File: config.mk
export PLATFORM = sky130hd
export DESIGN_NAME = touch_gesture_detector
export DESIGN_NICKNAME = d
export VERILOG_FILES = /design/src/tgd_pkg.sv /design/src/tgd_cfg.sv /design/src/tgd_core.sv /design/src/touch_gesture_detector.sv
export SDC_FILE = /design/constraint.sdc
export NUM_CORES = 1
export LEC_CHECK = 0
export BUFFER_PORTS_ARGS = -buffer_cell sky130_fd_sc_hd__buf_2
export CAP_MARGIN = 15
export CORE_ASPECT_RATIO = 0.5
export CORE_MARGIN = 2
export CORE_UTILIZATION = 50
export CTS_CLUSTER_DIAMETER = 30
export DETAILED_ROUTE_END_ITERATION = 7
export PLACE_DENSITY = 0.67
export SLEW_MARGIN = 20
export SYNTH_ARGS = -nofsm -noshare
export SYNTH_HDL_FRONTEND = slang
export SYNTH_SLANG_ARGS = --single-unit
File: constraint.sdc
create_clock -name clk -period 7.7 [get_ports clk]
set_input_delay 0.77 -clock clk [delete_from_list [all_inputs] [get_ports clk]]
set_output_delay 0.77 -clock clk [all_outputs]
set_load 0.05 [all_outputs]
File: src/tgd_pkg.sv
// Shared types and constants for the touch gesture detector.
// Depends on nothing; imported by every module of the block.
`timescale 1ns / 1ps

package tgd_pkg;

	localparam int unsigned COORD_W = 12;
	localparam int unsigned TIME_W  = 32;
	localparam int unsigned HOLD_W  = 16;
	localparam int unsigned CFG_W   = 16;
	localparam int unsigned IDX_W   = 3;

	// Event codes reported on event_kind.
	typedef enum logic [2:0] {
		EV_NONE    = 3'd0,
		EV_TAP     = 3'd1,
		EV_LONG    = 3'd2,
		EV_CORNER  = 3'd3,
		EV_RELEASE = 3'd4
	} event_kind_t;

	// Configuration register indexes.
	typedef enum logic [IDX_W-1:0] {
		REG_MOVE_CANCEL   = 3'd0,
		REG_LONG_PRESS    = 3'd1,
		REG_CORNER_LEFT   = 3'd2,
		REG_CORNER_RIGHT  = 3'd3,
		REG_CORNER_TOP    = 3'd4,
		REG_CORNER_BOTTOM = 3'd5,
		REG_CORNER_HOLD   = 3'd6,
		REG_TAP_DEBOUNCE  = 3'd7
	} reg_index_t;

	// Reset values of the configuration registers.
	localparam logic [COORD_W-1:0] MOVE_CANCEL_RST  = 12'd20;
	localparam logic [HOLD_W-1:0]  LONG_PRESS_RST   = 16'd800;
	localparam logic [HOLD_W-1:0]  CORNER_HOLD_RST  = 16'd2000;
	localparam logic [HOLD_W-1:0]  TAP_DEBOUNCE_RST = 16'd100;

	typedef struct packed {
		logic [COORD_W-1:0] move_cancel_px;
		logic [HOLD_W-1:0]  long_press_ms;
		logic [COORD_W-1:0] corner_left;
		logic [COORD_W-1:0] corner_right;
		logic [COORD_W-1:0] corner_top;
		logic [COORD_W-1:0] corner_bottom;
		logic [HOLD_W-1:0]  corner_hold_ms;
		logic [HOLD_W-1:0]  tap_debounce_ms;
	} cfg_t;

	// One touch-panel sample.
	typedef struct packed {
		logic               touched;
		logic [COORD_W-1:0] pos_x;
		logic [COORD_W-1:0] pos_y;
		logic [TIME_W-1:0]  now_ms;
	} sample_t;

	// Gesture tracking state carried from sample to sample.
	typedef struct packed {
		logic               was_pressed;
		logic [COORD_W-1:0] last_x;
		logic [COORD_W-1:0] last_y;
		logic [TIME_W-1:0]  anchor_time;
		logic [COORD_W-1:0] anchor_x;
		logic [COORD_W-1:0] anchor_y;
		logic [TIME_W-1:0]  last_tap_time;
		logic               long_done;
		logic [TIME_W-1:0]  zone_start_time;
		logic               zone_tracking;
		logic               zone_done;
	} gest_state_t;

	// One result item.
	typedef struct packed {
		event_kind_t        kind;
		logic [COORD_W-1:0] x;
		logic [COORD_W-1:0] y;
		logic               pressed_now;
	} result_t;

	function automatic logic [COORD_W-1:0] abs_diff(input logic [COORD_W-1:0] a,
			input logic [COORD_W-1:0] b);
		abs_diff = (a >= b) ? (a - b) : (b - a);
	endfunction

endpackage

File: src/tgd_cfg.sv
// Configuration register file of the touch gesture detector.
// Depends on tgd_pkg for the register indexes, reset values and cfg_t.
`timescale 1ns / 1ps

module tgd_cfg
	import tgd_pkg::*;
(
	input  logic                clk,
	input  logic                arst_n,
	input  logic                cfg_we,
	input  logic [IDX_W-1:0]    cfg_index,
	input  logic [CFG_W-1:0]    cfg_data,
	output cfg_t                cfg
);

	cfg_t cfg_q;

	// Decode the write index; each register keeps its own width.
	always_ff @(posedge clk or negedge arst_n) begin
		if (!arst_n) begin
			cfg_q.move_cancel_px  <= MOVE_CANCEL_RST;
			cfg_q.long_press_ms   <= LONG_PRESS_RST;
			cfg_q.corner_left     <= '0;
			cfg_q.corner_right    <= '0;
			cfg_q.corner_top      <= '0;
			cfg_q.corner_bottom   <= '0;
			cfg_q.corner_hold_ms  <= CORNER_HOLD_RST;
			cfg_q.tap_debounce_ms <= TAP_DEBOUNCE_RST;
		end else if (cfg_we) begin
			unique case (reg_index_t'(cfg_index))
				REG_MOVE_CANCEL:   cfg_q.move_cancel_px  <= cfg_data[COORD_W-1:0];
				REG_LONG_PRESS:    cfg_q.long_press_ms   <= cfg_data[HOLD_W-1:0];
				REG_CORNER_LEFT:   cfg_q.corner_left     <= cfg_data[COORD_W-1:0];
				REG_CORNER_RIGHT:  cfg_q.corner_right    <= cfg_data[COORD_W-1:0];
				REG_CORNER_TOP:    cfg_q.corner_top      <= cfg_data[COORD_W-1:0];
				REG_CORNER_BOTTOM: cfg_q.corner_bottom   <= cfg_data[COORD_W-1:0];
				REG_CORNER_HOLD:   cfg_q.corner_hold_ms  <= cfg_data[HOLD_W-1:0];
				REG_TAP_DEBOUNCE:  cfg_q.tap_debounce_ms <= cfg_data[HOLD_W-1:0];
				default: ;
			endcase
		end
	end

	assign cfg = cfg_q;

endmodule

File: src/tgd_core.sv
// Combinational gesture step: next tracking state and the result of one sample.
// Depends on tgd_pkg for the state, sample, config and result types.
`timescale 1ns / 1ps

module tgd_core
	import tgd_pkg::*;
(
	input  cfg_t        cfg,
	input  sample_t     smp,
	input  gest_state_t cur,
	output gest_state_t nxt,
	output result_t     res
);

	logic               prev;
	logic               new_press;
	logic [COORD_W-1:0] lx;
	logic [COORD_W-1:0] ly;
	logic               drift;
	logic [TIME_W-1:0]  hold_time;
	logic [TIME_W-1:0]  zone_time;
	logic [TIME_W-1:0]  tap_gap;
	logic               in_zone;
	logic               zone_trk_eff;
	logic               zone_done_eff;
	event_kind_t        kind;

	// Elapsed times use wrapping subtraction.
	assign hold_time = smp.now_ms - cur.anchor_time;
	assign zone_time = smp.now_ms - cur.zone_start_time;
	assign tap_gap   = smp.now_ms - cur.last_tap_time;

	assign prev      = cur.was_pressed;
	assign new_press = smp.touched && !prev;
	assign lx        = smp.touched ? smp.pos_x : cur.last_x;
	assign ly        = smp.touched ? smp.pos_y : cur.last_y;

	// Drift is only looked at while a press continues, so the old anchor applies.
	assign drift = (abs_diff(lx, cur.anchor_x) > cfg.move_cancel_px) ||
		(abs_diff(ly, cur.anchor_y) > cfg.move_cancel_px);

	assign in_zone = smp.touched &&
		(lx >= cfg.corner_left) && (lx <= cfg.corner_right) &&
		(ly >= cfg.corner_top) && (ly <= cfg.corner_bottom);

	// A new press clears the zone flags before the zone check sees them.
	assign zone_trk_eff  = new_press ? 1'b0 : cur.zone_tracking;
	assign zone_done_eff = new_press ? 1'b0 : cur.zone_done;

	always_comb begin
		nxt             = cur;
		kind            = EV_NONE;
		nxt.was_pressed = smp.touched;
		nxt.last_x      = lx;
		nxt.last_y      = ly;

		// Press edge: anchor point and time.
		if (new_press) begin
			nxt.anchor_time = smp.now_ms;
			nxt.anchor_x    = smp.pos_x;
			nxt.anchor_y    = smp.pos_y;
			nxt.long_done   = 1'b0;
		end

		// Held press: re-anchor on drift, otherwise check the hold time.
		if (smp.touched && prev && !cur.long_done) begin
			if (drift) begin
				nxt.anchor_time = smp.now_ms;
				nxt.anchor_x    = lx;
				nxt.anchor_y    = ly;
			end else if (hold_time >= {{(TIME_W-HOLD_W){1'b0}}, cfg.long_press_ms}) begin
				kind          = EV_LONG;
				nxt.long_done = 1'b1;
			end
		end

		// Corner zone timer; a long press from this sample takes precedence.
		nxt.zone_done = zone_done_eff;
		if (in_zone) begin
			if (!zone_trk_eff) begin
				nxt.zone_tracking   = 1'b1;
				nxt.zone_start_time = smp.now_ms;
			end else begin
				nxt.zone_tracking = 1'b1;
				if (!zone_done_eff &&
						(zone_time >= {{(TIME_W-HOLD_W){1'b0}}, cfg.corner_hold_ms})) begin
					if (kind == EV_NONE) begin
						kind = EV_CORNER;
					end
					nxt.zone_done = 1'b1;
				end
			end
		end else begin
			nxt.zone_tracking = 1'b0;
		end

		// Release edge: debounced tap unless a long or corner press happened, else a release event.
		if (!smp.touched && prev) begin
			if (!cur.long_done && !cur.zone_done &&
					(tap_gap >= {{(TIME_W-HOLD_W){1'b0}}, cfg.tap_debounce_ms})) begin
				kind              = EV_TAP;
				nxt.last_tap_time = smp.now_ms;
			end
			if (kind == EV_NONE) begin
				kind = EV_RELEASE;
			end
		end

		res.kind        = kind;
		res.x           = (kind != EV_NONE) ? lx : '0;
		res.y           = (kind != EV_NONE) ? ly : '0;
		res.pressed_now = smp.touched;
	end

endmodule

File: src/touch_gesture_detector.sv
// Touch gesture detector: tap, long press, corner long press and release events.
// Input and result registers; the state update sits between the two registers.
// Throughput: one sample per cycle unless out_stall holds a full result register.
// Reset: asynchronous, active low; clears both stages, the gesture state and
// loads the configuration reset values. Instantiates tgd_cfg and tgd_core.
`timescale 1ns / 1ps

module touch_gesture_detector
	import tgd_pkg::*;
(
	input  logic               clk,
	input  logic               arst_n,
	// Configuration write port
	input  logic               cfg_we,
	input  logic [IDX_W-1:0]   cfg_index,
	input  logic [CFG_W-1:0]   cfg_data,
	// Sample input channel
	input  logic               in_valid,
	output logic               in_stall,
	input  logic               touched,
	input  logic [COORD_W-1:0] pos_x,
	input  logic [COORD_W-1:0] pos_y,
	input  logic [TIME_W-1:0]  now_ms,
	// Event output channel
	output logic               out_valid,
	input  logic               out_stall,
	output logic [2:0]         event_kind,
	output logic [COORD_W-1:0] event_x,
	output logic [COORD_W-1:0] event_y,
	output logic               pressed_now
);

	cfg_t        cfg;
	sample_t     smp_s1;
	logic        valid_s1;
	logic        valid_s2;
	result_t     res_s2;
	result_t     res_d;
	gest_state_t state_q;
	gest_state_t state_d;
	logic        adv_s1;

	tgd_cfg u_cfg (
		.clk       (clk),
		.arst_n    (arst_n),
		.cfg_we    (cfg_we),
		.cfg_index (cfg_index),
		.cfg_data  (cfg_data),
		.cfg       (cfg)
	);

	tgd_core u_core (
		.cfg (cfg),
		.smp (smp_s1),
		.cur (state_q),
		.nxt (state_d),
		.res (res_d)
	);

	// Stage 1 moves into the result register when that register is free or drains.
	assign adv_s1   = valid_s1 && (!valid_s2 || !out_stall);
	assign in_stall = valid_s1 && !adv_s1;

	// Input register.
	always_ff @(posedge clk or negedge arst_n) begin
		if (!arst_n) begin
			valid_s1 <= 1'b0;
		end else if (!in_stall) begin
			valid_s1 <= in_valid;
		end
	end

	always_ff @(posedge clk) begin
		if (in_valid && !in_stall) begin
			smp_s1.touched <= touched;
			smp_s1.pos_x   <= pos_x;
			smp_s1.pos_y   <= pos_y;
			smp_s1.now_ms  <= now_ms;
		end
	end

	// Gesture state advances once per sample, when it leaves stage 1.
	always_ff @(posedge clk or negedge arst_n) begin
		if (!arst_n) begin
			state_q <= '0;
		end else if (adv_s1) begin
			state_q <= state_d;
		end
	end

	// Result register.
	always_ff @(posedge clk or negedge arst_n) begin
		if (!arst_n) begin
			valid_s2 <= 1'b0;
		end else if (adv_s1) begin
			valid_s2 <= 1'b1;
		end else if (!out_stall) begin
			valid_s2 <= 1'b0;
		end
	end

	always_ff @(posedge clk) begin
		if (adv_s1) begin
			res_s2 <= res_d;
		end
	end

	assign out_valid   = valid_s2;
	assign event_kind  = res_s2.kind;
	assign event_x     = res_s2.x;
	assign event_y     = res_s2.y;
	assign pressed_now = res_s2.pressed_now;

endmodule

==> flow_metrics.tcl <==
set metrics [dict create \
    status "complete, no violations" \
    die-area_um2 49100 \
    htree_levels 2 \
    grt_setup_unrepaired "false" \
    fin_crit_sh_pct 92.5 \
    synthDistinctLibCells 92 \
    worstSetupStartpointType "register" \
    grt_overflow 0 \
    setup_violations 0 \
    fillers 4061 \
    synth_area_per_cell_um2 9.48 \
    cts_max_path_buffers 3 \
    hold_violations 0 \
    cts_buffers 59 \
    clockRootBuffer "clkbuf_16" \
    drc_errors 0 \
    ir_drop_uv 194 \
    post_route_cells_drive_above_1_share_pct 15.0 \
    finClkSkew_ps 47.1 \
    synth_edf_count 85 \
    via_per_inst 5.81 \
    portBuffers 110 \
    cts_tree "built" \
    netlist_instances 2491 \
    ys_seq_area_share_pct 38.2 \
    post-place-ws_ps 671 \
    postCtsSetupBuffers 0 \
    slew_headroom_pct 33.3 \
    seq_area_um2 9030 \
    syn_nets 2838 \
    setup.worst_path.end_class "register" \
    synthFlopType "dfrtp_1" \
    holdBufCountCts 0 \
    wl_mm 63.0 \
    dieHeight_um 158 \
    ys_async_sr_fraction_pct 75.2 \
    fmax_mhz 140 \
    rows 56 \
    worstPathRequired_ps 8150 \
    crit_path_max_fanout 26 \
    num_vias 19100 \
    finalSetupTns_ps 0 \
    slew_violations 0 \
    clk_transition_reported_paths_ps 60 \
    yosysTopAreaCellShare_pct 25.9 \
    min_period_ps 7120 \
    leakagePower_nw 12.5 \
    grt_max_degree 71 \
    drt_iter0_drc 1474 \
    arrival_ps 7580 \
    multiInputGateArea_um2 13200 \
    crit_type "reg2reg" \
    grtUsageTotal_pct 25.6 \
    cap_violations 0 \
    areaGrowthSynthToFinish_pct 14.2 \
    post-dp-hpwl_mm 45.9 \
    antenna_cells 0 \
    io_pins 111 \
    coreArea_um2 46700 \
    synth_area_um2 23600 \
    routabilityCongestion 0.938 \
    r2r_cells 24 \
    numClockSinks 343 \
    powerDensity_nw_per_um2 431 \
    start_util_pct 50.5 \
    grt_pass1_vias 18600 \
    yosys_warnings 0 \
    min_path_type "in2async" \
    yosys-top-cells-area "dfrtp_1, ha_1, edfxtp_1" \
    wire_per_inst_um 19.2 \
    antenna_found_initial 0 \
    grt_pass1_wl_mm 100 \
    finalWorstSetupSlack_ps 576 \
    final_nets 2944 \
    fp.dieW_um 311 \
    dr.pass1.iters 5 \
    antenna_left 0 \
    cts_resized 0 \
    insertion_delay_ps 620 \
    yosysTopAreaCell "dfrtp_1" \
    worst_pin_slew_ps 993 \
    synth_seq_cells 343 \
]
-- per-stage QoR --
step / util (%) / hold slack, ps / instances / instance area [um2] / power, W
floorplan: - / 449 / 2491 / 23600 / 0.00734
global placement: 53.1 / 461 / 3172 / 24800 / 0.00866
detailed placement: 53.1 / 470 / 3172 / 24800 / 0.00876
CTS: 57.6 / 98.3 / 3284 / 26900 / 0.0116
global route: 57.7 / 119 / 3286 / 27000 / 0.0126
finish: 57.7 / 105 / 3286 / 27000 / 0.0116
-- where the power goes --
part	switching, W	internal, W	total (W)
clock network	0.00107	0.00165	0.00273
logic	0.00365	0.00258	0.00623
registers	0.000267	0.00240	0.00266
total	0.00499	0.00663	0.0116
-- path summary, 6_finish.rpt --
kind | to | slack [ps] | from
worst max-delay path | event_y[10] | 580 | smp_s1[56]
worst min-delay path | state_q[24] | 110 | arst_n
worst max register to register | event_y[10] | 580 | smp_s1[56]
worst min register to register | state_q[135] | 480 | state_q[135]
max in group asynchronous | u_cfg.cfg[107] | 6290 | arst_n
min in group clk | smp_s1[36] | 320 | pos_y[4]
-- logic make-up after synthesis --
family / Yosys count / synth area share [%]
xor gates and xnor gates: 75 / 2.78
adders and majority gates: 266 / 14.3
buffers and inverters: 381 / 6.26
DFF: 343 / 38.2
muxes: 173 / 8.03
AOI/OAI and AO/OA: 707 / 19.2
and+or+nand+nor: 546 / 11.2
-- placed cells by master (no fill, tap or decap), types with 25 or more instances in the layout --
cell type	synthesis	final
o22ai_1	28	28
nand4_1	50	50
nand3_1	30	30
ha_1	259	259
buf_2	12	109
xor2_1	26	26
mux2_1	31	31
dfrtp_1	244	244
a21oi_1	169	168
a21o_1	87	87
o21a_1	28	28
a31oi_1	43	43
mux2i_1	42	42
nand2_1	210	209
buf_4	3	31
nor3_1	27	25
clkbuf_16	0	61
xnor2_1	49	49
edfxtp_1	85	85
inv_1	282	282
mux2_2	100	100
o21ai_0	183	183
nor2_1	105	105
-- worst max-delay path, stage by stage (launching register included) --
cell and delay (ps):
edfxtp_1 510, buf_4 350, mux2i_1 510, inv_1 260
fa_1 470, a21o_1 170, a21o_1 190, a21o_1 180
a21o_1 190, a21o_1 180, a21oi_1 220, a31oi_1 350
buf_4 270, mux2_2 290, a21boi_0 220, xnor2_1 170
ha_1 280, nand4_1 130, a211oi_1 60, a2111oi_0 480
a2bb2oi_1 340, nor3b_1 480, o41ai_4 150, buf_4 280
a31oi_1 240
-- cells in the mapped netlist (31+ instances only) --
library cell / number
mux2_2: 100
a21oi_1: 169
a21o_1: 87
edfxtp_1: 85
nand2_1: 210
dfrtp_1: 244
clkbuf_1: 73
o21ai_0: 183
mux2i_1: 42
nand4_1: 50
mux2_1: 31
inv_1: 282
xnor2_1: 49
a31oi_1: 43
nor2_1: 105
ha_1: 259
-- cell type report --
class | instances | area share [%]
well taps | 638 | 2.96
inverters | 283 | 3.94
clock buffers | 68 | 5.79
repair buffers | 142 | 3.04
multi-input cells | 1768 | 48.8
flip-flops and latches | 343 | 33.5
clock inverters | 44 | 1.97
-- metal layers --
layer | global-route usage [%] | share of wire, % | wire length, um | up-vias
met4 | 6.65 | 2.4 | 1480 | 0
met3 | 4.91 | 7.3 | 4610 | 109
met2 | 42.2 | 45 | 28500 | 591
li1 | - | - | - | 9200
met5 | 0 | 0 | 0 | -
met1 | 34.8 | 45 | 28400 | 9189
-- registers in the layout, summed over array words and instances (netlist names) --
| signal | count |
|---|---|
| pressed_now | 1 |
| event_kind | 3 |
| out_valid | 1 |
| smp_s1 | 57 |
| state_q | 148 |
| valid_s1 | 1 |
| event_x | 12 |
| event_y | 12 |
| u_cfg.cfg | 108 |
(Power assumes the default switching activity.)
